<file path="config.mk">
export PLATFORM = sky130hd
export DESIGN_NAME = k_nearest_sorted_tracker_core
export DESIGN_NICKNAME = d
export VERILOG_FILES = /design/src/design/knst_pkg.sv /design/src/design/knst_cell.sv /design/src/design/k_nearest_sorted_tracker_core.sv
export SDC_FILE = /design/constraint.sdc
export NUM_CORES = 2
export LEC_CHECK = 0
export CAP_MARGIN = 20
export CORE_MARGIN = 8
export CORE_UTILIZATION = 65
export CTS_BUF_LIST = sky130_fd_sc_hd__clkbuf_8
export CTS_CLUSTER_SIZE = 40
export DETAILED_ROUTE_END_ITERATION = 10
export DONT_BUFFER_PORTS = 1
export PLACE_DENSITY = 0.83
export SYNTH_ARGS = -nofsm -noshare
export SYNTH_HDL_FRONTEND = slang
export SYNTH_SLANG_ARGS = --single-unit
</file>
<file path="constraint.sdc">
create_clock -name clock -period 9.14 [get_ports clock]
set_input_delay 0.914 -clock clock [delete_from_list [all_inputs] [get_ports clock]]
set_output_delay 0.914 -clock clock [all_outputs]
set_load 0.02 [all_outputs]
</file>
<file path="src/design/knst_pkg.sv">
`timescale 1ns / 1ps

package knst_pkg;

   localparam int ID_W            = 16;
   localparam int DIST_W          = 32;
   localparam int RANK_W          = 4;
   localparam int K_W             = 5;
   localparam int MAX_NEIGHBORS_D = 16;
   localparam int ID_BITS_D       = 16;
   localparam logic [K_W-1:0] K_RESET = 5'd16;

   localparam logic OP_INSERT = 1'b0;
   localparam logic OP_FLUSH  = 1'b1;

   typedef struct packed {
      logic              opcode;
      logic [ID_W-1:0]   candidate_id;
      logic [DIST_W-1:0] candidate_distance;
   } req_type;

   typedef struct packed {
      logic [ID_W-1:0]   neighbor_id;
      logic [DIST_W-1:0] neighbor_distance;
      logic [RANK_W-1:0] rank;
      logic              last;
   } rsp_type;

   typedef enum logic {
      ST_IDLE,
      ST_DRAIN
   } state_type;

   // per-cycle command shared by every cell of the list
   typedef struct packed {
      logic insert;
      logic append;
      logic shift_out;
   } cell_ctl_type;

endpackage

</file>
<file path="src/design/knst_cell.sv">
`timescale 1ns / 1ps

module knst_cell
   import knst_pkg::*;
#(
   parameter int IDX     = 0,
   parameter int FILL_W  = 5,
   parameter int ID_BITS = ID_BITS_D
) (
   input  logic               clock,
   input  cell_ctl_type       ctl,
   input  logic [FILL_W-1:0]  fill,
   input  logic [DIST_W-1:0]  cand_dist,
   input  logic [ID_BITS-1:0] cand_id,
   input  logic               left_gt,
   input  logic [DIST_W-1:0]  left_dist,
   input  logic [ID_BITS-1:0] left_id,
   input  logic [DIST_W-1:0]  right_dist,
   input  logic [ID_BITS-1:0] right_id,
   output logic               gt,
   output logic [DIST_W-1:0]  entry_dist,
   output logic [ID_BITS-1:0] id
);

   logic [DIST_W-1:0]  dist_ff, dist_in;
   logic [ID_BITS-1:0] id_ff, id_in;
   logic               occupied;
   logic               at_fill;

   assign occupied   = FILL_W'(IDX) < fill;
   assign at_fill    = FILL_W'(IDX) == fill;
   assign gt         = occupied && (dist_ff > cand_dist);
   assign entry_dist = dist_ff;
   assign id         = id_ff;

   always_comb begin
      dist_in = dist_ff;
      id_in   = id_ff;
      if (ctl.insert) begin
         if (left_gt) begin
            dist_in = left_dist;
            id_in   = left_id;
         end else if (gt || (ctl.append && at_fill)) begin
            // first strictly greater entry, or the tail slot on append
            dist_in = cand_dist;
            id_in   = cand_id;
         end
      end else if (ctl.shift_out) begin
         dist_in = right_dist;
         id_in   = right_id;
      end
   end

   always_ff @(posedge clock) begin
      dist_ff <= dist_in;
      id_ff   <= id_in;
   end

endmodule

</file>
<file path="src/design/k_nearest_sorted_tracker_core.sv">
`timescale 1ns / 1ps
// insert beats are accepted back to back: every cell
// compares its entry against the candidate and shifts towards the tail at once
// a flush drains one beat per cycle unless rsp_stall holds it (through the
// output register, cell 0 first); inserts are held off until the drain ends
// synchronous reset empties the list and sets k to 16; entries are not cleared
module k_nearest_sorted_tracker_core
   import knst_pkg::*;
#(
   parameter int MAX_NEIGHBORS = MAX_NEIGHBORS_D,
   parameter int ID_BITS       = ID_BITS_D
) (
   input  logic           clock,
   input  logic           reset,
   input  logic           req_valid,
   output logic           req_stall,
   input  req_type        req_data,
   output logic           rsp_valid,
   input  logic           rsp_stall,
   output rsp_type        rsp_data,
   input  logic           csr_valid,
   output logic           csr_ready,
   input  logic [K_W-1:0] csr_data
);

   localparam int FILL_W = $clog2(MAX_NEIGHBORS + 1);
   localparam int CW     = (FILL_W > K_W) ? FILL_W : K_W;
   localparam int RW     = (FILL_W > RANK_W) ? FILL_W : RANK_W;

   state_type         state_ff, state_in;
   logic [K_W-1:0]    k_ff;
   logic [FILL_W-1:0] fill_ff, fill_in;
   logic [FILL_W-1:0] rank_ff, rank_in;
   logic              rsp_valid_ff, rsp_valid_in;
   rsp_type           rsp_data_ff, rsp_data_in;

   logic [DIST_W-1:0]  cell_dist [MAX_NEIGHBORS];
   logic [ID_BITS-1:0] cell_id   [MAX_NEIGHBORS];
   logic [MAX_NEIGHBORS-1:0] cell_gt;

   cell_ctl_type       ctl;
   logic               req_accept;
   logic               out_free;
   logic               placed;
   logic               append_en;
   logic               drain_last;
   logic [CW-1:0]      k_wide;
   logic [FILL_W-1:0]  k_eff;
   logic [FILL_W:0]    size_base;
   logic [FILL_W:0]    k_ext;
   logic [FILL_W:0]    rank_next;
   logic [RW-1:0]      rank_wide;
   logic [DIST_W-1:0]  cand_dist;
   logic [ID_BITS-1:0] cand_id;

   assign csr_ready  = 1'b1;
   assign req_stall  = (state_ff != ST_IDLE);
   assign req_accept = req_valid && !req_stall;
   assign out_free   = !rsp_valid_ff || !rsp_stall;
   assign rsp_valid  = rsp_valid_ff;
   assign rsp_data   = rsp_data_ff;

   assign cand_dist = req_data.candidate_distance;
   assign cand_id   = ID_BITS'(req_data.candidate_id);

   // k above the list depth acts as the full depth
   assign k_wide = CW'(k_ff);
   assign k_eff  = (k_wide > CW'(MAX_NEIGHBORS)) ? FILL_W'(MAX_NEIGHBORS)
                                                 : FILL_W'(k_wide);
   assign k_ext  = {1'b0, k_eff};

   // entries are sorted, so the greater-than flags form a thermometer code
   assign placed    = |cell_gt;
   assign append_en = !placed && (fill_ff < k_eff);
   assign size_base = placed ? ({1'b0, fill_ff} + 1'b1) : {1'b0, fill_ff};

   assign rank_next  = {1'b0, rank_ff} + 1'b1;
   assign drain_last = rank_next == {1'b0, fill_ff};
   assign rank_wide  = RW'(rank_ff);

   always_comb begin
      ctl.insert    = req_accept && (req_data.opcode == OP_INSERT);
      ctl.append    = ctl.insert && append_en;
      ctl.shift_out = (state_ff == ST_DRAIN) && out_free;
   end

   generate
      for (genvar i = 0; i < MAX_NEIGHBORS; i++) begin : g_cell
         logic               l_gt;
         logic [DIST_W-1:0]  l_dist, r_dist;
         logic [ID_BITS-1:0] l_id, r_id;

         if (i == 0) begin : g_head
            assign l_gt   = 1'b0;
            assign l_dist = '0;
            assign l_id   = '0;
         end else begin : g_mid
            assign l_gt   = cell_gt[i-1];
            assign l_dist = cell_dist[i-1];
            assign l_id   = cell_id[i-1];
         end

         if (i == MAX_NEIGHBORS - 1) begin : g_tail
            assign r_dist = '0;
            assign r_id   = '0;
         end else begin : g_body
            assign r_dist = cell_dist[i+1];
            assign r_id   = cell_id[i+1];
         end

         knst_cell #(
            .IDX     (i),
            .FILL_W  (FILL_W),
            .ID_BITS (ID_BITS)
         ) u_cell (
            .clock      (clock),
            .ctl        (ctl),
            .fill       (fill_ff),
            .cand_dist  (cand_dist),
            .cand_id    (cand_id),
            .left_gt    (l_gt),
            .left_dist  (l_dist),
            .left_id    (l_id),
            .right_dist (r_dist),
            .right_id   (r_id),
            .gt         (cell_gt[i]),
            .entry_dist (cell_dist[i]),
            .id         (cell_id[i])
         );
      end
   endgenerate

   always_comb begin
      state_in     = state_ff;
      fill_in      = fill_ff;
      rank_in      = rank_ff;
      rsp_valid_in = rsp_valid_ff;
      rsp_data_in  = rsp_data_ff;

      if (out_free) begin
         rsp_valid_in = 1'b0;
      end

      unique case (state_ff)
         ST_IDLE: begin
            if (ctl.insert) begin
               if (size_base > k_ext) begin
                  fill_in = FILL_W'(size_base - 1'b1);
               end else if (!placed && (size_base < k_ext)) begin
                  fill_in = FILL_W'(size_base + 1'b1);
               end else begin
                  fill_in = FILL_W'(size_base);
               end
            end else if (req_accept && (fill_ff != '0)) begin
               state_in = ST_DRAIN;
               rank_in  = '0;
            end
         end
         ST_DRAIN: begin
            if (out_free) begin
               rsp_valid_in                  = 1'b1;
               rsp_data_in.neighbor_id       = ID_W'(cell_id[0]);
               rsp_data_in.neighbor_distance = cell_dist[0];
               rsp_data_in.rank              = rank_wide[RANK_W-1:0];
               rsp_data_in.last              = drain_last;
               rank_in                       = FILL_W'(rank_next);
               if (drain_last) begin
                  state_in = ST_IDLE;
                  fill_in  = '0;
               end
            end
         end
         default: begin
            state_in = ST_IDLE;
         end
      endcase
   end

   always_ff @(posedge clock) begin
      if (reset) begin
         state_ff     <= ST_IDLE;
         fill_ff      <= '0;
         rank_ff      <= '0;
         rsp_valid_ff <= 1'b0;
         k_ff         <= K_RESET;
      end else begin
         state_ff     <= state_in;
         fill_ff      <= fill_in;
         rank_ff      <= rank_in;
         rsp_valid_ff <= rsp_valid_in;
         if (csr_valid && csr_ready) begin
            k_ff <= csr_data;
         end
      end
   end

   always_ff @(posedge clock) begin
      rsp_data_ff <= rsp_data_in;
   end

endmodule

</file>
Word-level counts from Yosys, hierarchy flattened
Cells that the tools add are included.
{"block": "classes", "magnitude_cmp": 36, "n_eq_ne": 37, "n_reduce_logical": 83, "mux": 146, "bitwise_logic": 2, "add_sub_neg": 4}
{"operator": "32-bit 2-to-1 mux", "n": 63}
{"operator": "16-bit 2-to-1 mux", "n": 63}
{"operator": "32-bit greater-than comparator", "n": 16}
{"operator": "5-bit 2-to-1 mux", "n": 9}
{"operator": "3-bit by 1-bit != test with 1-bit output, second input constant", "n": 15}
{"operator": "4-bit by 5-bit == test with 1-bit output, first input constant", "n": 8}
{"operator": "4-bit by 5-bit < comparator with 1-bit output, first input constant", "n": 8}
{"operator": "1-bit logical AND", "n": 39}
{"operator": "2-bit AND reduction", "n": 17}
{"operator": "3-bit by 5-bit == test with 1-bit output, first input constant", "n": 4}
{"operator": "3-bit by 5-bit < comparator with 1-bit output, first input constant", "n": 4}
{"operator": "5-bit one-hot mux with 2 select lines", "n": 2}
{"operator": "1-bit logical OR", "n": 17}
{"operator": "16-bit OR reduction", "n": 1}
{"operator": "5-bit by 1-bit adder with 6-bit output, second input constant", "n": 2}
{"operator": "2-bit by 5-bit == test with 1-bit output, first input constant", "n": 2}
{"operator": "1-bit by 5-bit < comparator with 1-bit output, first input constant", "n": 2}
{"operator": "2-bit by 5-bit < comparator with 1-bit output, first input constant", "n": 2}
{"operator": "1-bit 2-to-1 mux", "n": 7}
{"operator": "6-bit by 5-bit == test with 1-bit output", "n": 1}
{"operator": "6-bit by 5-bit greater-than comparator with 1-bit output", "n": 1}
{"operator": "6-bit by 5-bit < comparator with 1-bit output", "n": 1}
{"operator": "6-bit 2-to-1 mux", "n": 1}
{"operator": "2-bit by 1-bit != test with 1-bit output, second input constant", "n": 3}
{"operator": "13 further kinds", "n": 20}
{"block": "totals", "word_cells": 349, "out_inout_bits": 56, "register_bits": 838, "input_bits": 59}

Logic depth before layout (Yosys ltp)
{"block": "logic_depth", "ltp_word": 11, "depth_mapped": 24, "depth_no_buf": 23}

Modules after synthesis
From an unflattened synthesis, not the netlist that was laid out.
{"block": "hier_totals", "hier_cells": 5525, "hier_area_um2": 55762.2}
{"mod": "knst_cell at g_cell[1].u_cell ...", "area_per_inst_um2": 3266.9, "cells_each": 328, "seq_area_each_um2": 1441.4, "n_inst": 2}
{"mod": "knst_cell at g_cell[4].u_cell", "area_per_inst_um2": 3314.4, "cells_each": 330, "seq_area_each_um2": 1441.4, "n_inst": 1}
{"mod": "knst_cell at g_cell[10].u_cell", "area_per_inst_um2": 3296.9, "cells_each": 331, "seq_area_each_um2": 1441.4, "n_inst": 1}
{"mod": "knst_cell at g_cell[2].u_cell", "area_per_inst_um2": 3296.9, "cells_each": 330, "seq_area_each_um2": 1441.4, "n_inst": 1}
{"mod": "knst_cell at g_cell[14].u_cell", "area_per_inst_um2": 3294.4, "cells_each": 330, "seq_area_each_um2": 1441.4, "n_inst": 1}
{"mod": "knst_cell at g_cell[9].u_cell", "area_per_inst_um2": 3294.4, "cells_each": 331, "seq_area_each_um2": 1441.4, "n_inst": 1}
{"mod": "knst_cell at g_cell[5].u_cell", "area_per_inst_um2": 3290.7, "cells_each": 329, "seq_area_each_um2": 1441.4, "n_inst": 1}
{"mod": "knst_cell at g_cell[13].u_cell", "area_per_inst_um2": 3286.9, "cells_each": 329, "seq_area_each_um2": 1441.4, "n_inst": 1}
{"mod": "knst_cell at g_cell[0].u_cell", "area_per_inst_um2": 3285.7, "cells_each": 332, "seq_area_each_um2": 1441.4, "n_inst": 1}
{"mod": "knst_cell at g_cell[11].u_cell", "area_per_inst_um2": 3285.7, "cells_each": 329, "seq_area_each_um2": 1441.4, "n_inst": 1}
{"mod": "knst_cell at g_cell[8].u_cell", "area_per_inst_um2": 3283.1, "cells_each": 331, "seq_area_each_um2": 1441.4, "n_inst": 1}
{"mod": "knst_cell at g_cell[7].u_cell", "area_per_inst_um2": 3281.9, "cells_each": 327, "seq_area_each_um2": 1441.4, "n_inst": 1}
{"mod": "knst_cell at g_cell[15].u_cell", "area_per_inst_um2": 3279.4, "cells_each": 327, "seq_area_each_um2": 1441.4, "n_inst": 1}
{"mod": "knst_cell at g_cell[12].u_cell", "area_per_inst_um2": 3275.6, "cells_each": 329, "seq_area_each_um2": 1441.4, "n_inst": 1}
{"mod": "2 more rows"}

Worst setup path after synthesis
OpenSTA, ideal clock, no wires.
{"block": "synth_path", "path_type": "in2reg", "start": "input req_data[14] (netlist name)", "end": "register g_cell[6].u_cell.dist_ff[0] (enable)", "path_slack_ns": 2.268, "t_required_ns": 8.659, "arrival_time_ns": 6.392, "path_buffers": 2, "setup_time_ns": 0.481, "stages": 14, "cell_sequence": "inv_1 > ha_1 > a21oi_1 > nand2_1 > a21o_1 > o41ai_1 > a31o_2 > clkbuf_1 > o2111ai_1 > or4b_1 > buf_2 > nor3_4 > nand4_1 > a41oi_1"}
{"block": "synth_between", "elab_chain_len": 10, "elab_cells_between_ends": 40, "classes_between": "order compare: 16; eq/ne: 1; reduce/logical: 23"}
{"element": "from (decl)", "line_no": "k_nearest_sorted_tracker_core.sv:17", "text": "input req_type req_data,"}
{"element": "32-bit greater-than comparator", "line_no": "knst_cell.sv:32", "text": "assign gt = occupied && (dist_ff > cand_dist);"}
{"element": "1-bit logical AND", "line_no": "knst_cell.sv:32"}
{"element": "16-bit OR reduction", "line_no": "k_nearest_sorted_tracker_core.sv:73", "text": "assign placed = |cell_gt;"}
{"element": "1-bit zero test", "line_no": "k_nearest_sorted_tracker_core.sv:74", "text": "assign append_en = !placed && (fill_ff < k_eff);"}
{"element": "1-bit logical AND", "line_no": "k_nearest_sorted_tracker_core.sv:74"}
{"element": "1-bit logical AND", "line_no": "k_nearest_sorted_tracker_core.sv:83", "text": "ctl.append = ctl.insert && append_en;"}
{"element": "1-bit logical AND", "line_no": "knst_cell.sv:43", "text": "end else if (gt || (ctl.append && at_fill)) begin"}
{"element": "1-bit logical OR", "line_no": "knst_cell.sv:43"}
{"element": "3-bit by 1-bit != test with 1-bit output (no source line) (*)"}
{"element": "2-bit AND reduction (no source line) (*)"}
{"element": "to (signal assigned)", "line_no": "knst_cell.sv:55", "text": "dist_ff <= dist_in;"}
{"element": "to (decl)", "line_no": "knst_cell.sv:25", "text": "logic [DIST_W-1:0] dist_ff, dist_in;"}
Every way passes the cells marked *; elsewhere a longest branch is shown, timed or not.
A chain may end at the register's enable or synchronous reset.

Worst setup path after layout
{"block": "layout_path", "start": "input req_data[24] (netlist name)", "end": "register fill_ff[4]"}
{"block": "layout_between", "elab_chain_len": 10, "elab_cells_between_ends": 44, "classes_between": "add/sub: 2; order compare: 18; mux: 5; reduce/logical: 19"}
{"element": "32-bit greater-than comparator", "line_no": "knst_cell.sv:32"}
{"element": "1-bit logical AND", "line_no": "knst_cell.sv:32"}
{"element": "16-bit OR reduction (*)", "line_no": "k_nearest_sorted_tracker_core.sv:73"}
{"element": "6-bit 2-to-1 mux", "line_no": "k_nearest_sorted_tracker_core.sv:75", "text": "assign size_base = placed ? ({1'b0, fill_ff} + 1'b1) : {1'b0, fill_ff};"}
{"element": "6-bit by 5-bit < comparator with 1-bit output", "line_no": "k_nearest_sorted_tracker_core.sv:149", "text": "end else if (!placed && (size_base < k_ext)) begin"}
{"element": "1-bit logical AND", "line_no": "k_nearest_sorted_tracker_core.sv:149"}
{"element": "5-bit 2-to-1 mux", "line_no": "k_nearest_sorted_tracker_core.sv:149"}
{"element": "5-bit 2-to-1 mux (*)", "line_no": "k_nearest_sorted_tracker_core.sv:147", "text": "if (size_base > k_ext) begin"}
{"element": "5-bit 2-to-1 mux (*)", "line_no": "k_nearest_sorted_tracker_core.sv:146", "text": "if (ctl.insert) begin"}
{"element": "5-bit one-hot mux with 2 select lines (*)", "line_no": "k_nearest_sorted_tracker_core.sv:144", "text": "unique case (state_ff)"}
{"element": "to (signal assigned)", "line_no": "k_nearest_sorted_tracker_core.sv:188", "text": "fill_ff <= fill_in;"}
{"element": "to (decl)", "line_no": "k_nearest_sorted_tracker_core.sv:32", "text": "logic [FILL_W-1:0] fill_ff, fill_in;"}
Every way passes the cells marked *; elsewhere a longest branch is shown, timed or not. The select of a mux whose other input is x is not followed.

==> results_dict.tcl <==
set metrics [dict create \
    placed_cells 5838 \
    yosys_warnings 0 \
    drtAntennaViolNets 0 \
    clk_pin_slew_ns 0.06 \
    vdd_drop_max_uv 220 \
    synthAdderAreaFrac_pct 12.6 \
    p_seq_share_pct 42.7 \
    setup.worst_path.end "fill_ff[4]" \
    first_global_vias 40400 \
    yosysUniqueCellTypes 70 \
    max_cap_violations 0 \
    vias_per_cell 6.79 \
    report.final.slew_viol_count 0 \
    clkPwrFrac_pct 21.5 \
    reg2reg_slack_ns 2.15 \
    synthFlopType "edfxtp_1" \
    critPathKind "input port to flop" \
    cts_resized 0 \
    wire_per_inst_um 25.6 \
    synthArstFlopShare_pct 0 \
    p_int_uw 9020 \
    synthSimpleGateAreaFrac_pct 10.7 \
    ys_seq_elements 838 \
    cp_data_required_time_ns 9.89 \
    crit_path_end_kind "flop" \
    ctsLongestPathBuffers 3 \
    syn_area_per_cell_um2 10.5 \
    hold_violations 0 \
    post-cts-setup-buffers 0 \
    gp_congestion 0.969 \
    finClkSkew_ns 0.0458 \
    grt_max_degree 304 \
    rsz0062_at_grt "no" \
    fmax_mhz 141 \
    startpoint "req_data[24]" \
    synth.area.mux_share_pct 13.0 \
    grt_pass1_wl_um 237000 \
    cp.arrival_ns 7.82 \
    worstMarginPinSlew_ns 1.22 \
    area_growth_pct 7.07 \
    die-width_um 300 \
    finalPower_uw 14900 \
    portBuffers 0 \
    placed_cell_area_mm2 0.0536 \
    cts_tree "built" \
    cp_max_fo 15 \
    clk_latency_ns 0.85 \
    routed_wl_um 156000 \
    setup_violations 0 \
    p_leak_uw 0.0262 \
    antenna_found_initial 3 \
    htreeDepth 4 \
    gr-total-overflow 0 \
    synth_nets 5601 \
    grt_use_total_pct 33.6 \
    first_iter_violations 4690 \
    numCtsBuffers 144 \
    vias 41300 \
    max_slew_margin_pct 18.4 \
    num_rows 104 \
    reg2reg_from "g_cell[14].u_cell.entry_dist[25]" \
    clock_sinks 838 \
    tns_ns 0 \
    r2r-end "fill_ff[4]" \
    reg2regPathDepth 23 \
    pwr-share-comb_pct 35.7 \
    final_net_count 5511 \
    die_h_um 300 \
    drive_above_1_share_pct 5.81 \
    hold_path.class "input port to flop" \
    synth.cell_area_mm2 0.0525 \
    post-route-min-period_ns 7.07 \
    cts_hold_buffers 0 \
    synth_cells 5015 \
    whs_path_depth 1 \
    start_util_pct 65.4 \
    synth_edf_count 821 \
    p_per_area_mw_per_mm2 265 \
    dp_hpwl_um 107000 \
    switching_power_uw 5900 \
    drc 0 \
    die_area_mm2 0.0901 \
    p_sw_share_pct 39.6 \
    synth_top_family_by_area "compound AO/OA/AOI/OAI gates" \
    post-route-period-util_pct 77.4 \
    final_cells 6090 \
    final_area_mm2 0.0562 \
    synth_compound_area_share_pct 13.2 \
    core_mm2 0.0803 \
    cp-start-kind "input port" \
    synth-xor-area-share_pct 0.167 \
    yosysSeqAreaShare_pct 47.6 \
    n_fill_cell 5805 \
    firstDrtPassIters 8 \
    hold-worst-slack_ns 0.158 \
    io_pins 115 \
    cts_root_buf "clkbuf_8" \
    outcome "finished, final reports clean" \
]
==> flip-flops by register name, summed over array words and instances, names as in the netlist, named ones only <==
signal                    count
g_cell.u_cell.entry_dist    512
g_cell.u_cell.id            256
rsp_data                     53
fill_ff                       5
k_ff                          5
rank_ff                       5
req_stall                     1
==> worst max-delay path, cell delays in order <==
cell and delay (ns):
inv_1 0.36, buf_4 0.26, ha_1 0.24, nand4_1 0.19
nor4_1 0.12, a221oi_1 0.27, o211ai_1 0.28, o21ai_4 0.67
o311ai_1 0.36, nor4b_1 0.82, buf_4 0.26, nand2_1 0.17
and3_1 0.28, xnor2_1 0.13, ha_1 0.32, and3_1 0.20
nand3_1 0.10, a21boi_0 0.57, o21ai_0 0.28, o311ai_0 0.34
o31ai_1 0.12, o21ai_0 0.10, o21ai_0 0.14, and2_1 0.17
o211ai_1 0.15
==> layer usage <==
layer / up-vias / GRT usage [%] / wire length (um)
li1: 18600 / - / -
met1: 19800 / 42.7 / 60000
met2: 2339 / 54.3 / 71900
met3: 582 / 6.45 / 14500
met4: 0 / 18.4 / 9730
met5: - / 0 / 0
==> layout by cell type, fill, tap and decap left out, types with 7 or more instances in the layout <==
cell	instances
a211oi_1	14
a21o_1	57
a21oi_1	277
a221oi_1	7
a31oi_1	9
and2_1	7
and4_1	9
buf_4	77
clkbuf_8	148
clkinv_1	30
dfxtp_1	17
edfxtp_1	821
ha_1	527
inv_1	119
mux2i_1	682
nand2_1	880
nand3_1	53
nand4_1	112
nor2_1	144
nor2b_1	22
nor3_1	16
nor4_1	24
o211ai_1	31
o21ai_0	775
xnor2_1	8
==> power by group through the flow <==
| stage | registers (uW) | clock network, uW | logic (uW) |
|---|---|---|---|
| 6_report | 6380 | 3210 | 5330 |
| 5_1_grt | 6440 | 3380 | 5770 |
| 4_1_cts | 6360 | 3230 | 5190 |
| 3_5_place_dp | 6420 | 0 | 5160 |
| 3_3_place_gp | 6410 | 0 | 4990 |
| 2_1_floorplan | 6120 | 0 | 3650 |
==> stage by stage <==
step / utilization, % / setup WS (ns)
floorplan: - / 2.27
global placement: 66.8 / 1.68
detailed placement: 66.8 / 1.63
CTS: 70.0 / 2.44
global route: 70.0 / 1.73
finish: 70.0 / 2.07
==> kinds of logic (layout without fill, tap and decap cells) <==
| family | after synthesis | after routing |
|---|---|---|
| AND/OR/NAND/NOR | 1306 | 1306 |
| AO/OA/AOI/OAI | 1261 | 1261 |
| XOR/XNOR | 10 | 10 |
| flip-flops | 838 | 838 |
| multiplexers | 683 | 683 |
| adder cells (fa/ha/maj) | 527 | 527 |
| buffers and inverters | 389 | 402 |
| other | 1 | 3 |
==> worst min path at each step <==
stage | from | end | slack, ns
after floorplan | g_cell[0].u_cell.id[0] | rsp_data[37] | 0.43
after global placement | g_cell[0].u_cell.id[15] | rsp_data[52] | 0.44
after detailed placement | g_cell[0].u_cell.id[15] | rsp_data[52] | 0.45
after CTS | reset | rank_ff[2] | 0.12
after global routing | reset | req_stall | 0.14
final | reset | k_ff[1] | 0.16
==> cell type report <==
cell class                      instances  area [um2]  share of cell area [%]
Tap cell                             1060        1330                    2.36
Clock inverter                        101         536                   0.953
Sequential cell                       838       25000                    44.5
Multi-Input combinational cell       3788       26400                    46.9
Antenna cell                            2        5.00                 0.00891
Clock buffer                          148        2040                    3.62
Timing Repair Buffer                   83         678                    1.21
Inverter                               70         263                   0.468
==> cells in the mapped netlist, drive strengths merged (4+ instances only) <==
cell | count | area (um2)
o21a | 4 | 30.0
dfxtp | 17 | 340
edfxtp | 821 | 24700
and3 | 5 | 31.3
a221oi | 7 | 61.3
or2 | 5 | 31.3
nand4 | 112 | 701
o211ai | 31 | 233
a221o | 6 | 60.1
buf | 56 | 220
xnor2 | 8 | 70.1
nand3 | 53 | 265
mux2i | 682 | 6830
or3 | 4 | 25.0
a32oi | 4 | 35.0
nor2 | 147 | 552
nand2b | 4 | 25.0
or4 | 4 | 30.0
a31oi | 11 | 68.8
nor3 | 17 | 96.4
o31ai | 4 | 30.0
a22oi | 9 | 67.6
a2bb2oi | 4 | 35.0
a21oi | 280 | 1400
o31a | 5 | 43.8
o21ai | 780 | 3910
ha | 527 | 6590
inv | 70 | 263
nand2 | 880 | 3300
a41oi | 6 | 52.6
a21o | 62 | 465
clkbuf | 263 | 987
nor2b | 22 | 138
a21boi | 6 | 45.0
a211oi | 14 | 105
nor4 | 24 | 150
a2111o | 6 | 67.6
and2 | 8 | 50.1
and4 | 9 | 78.8
No activity file was read; power rests on OpenSTA's default activity.
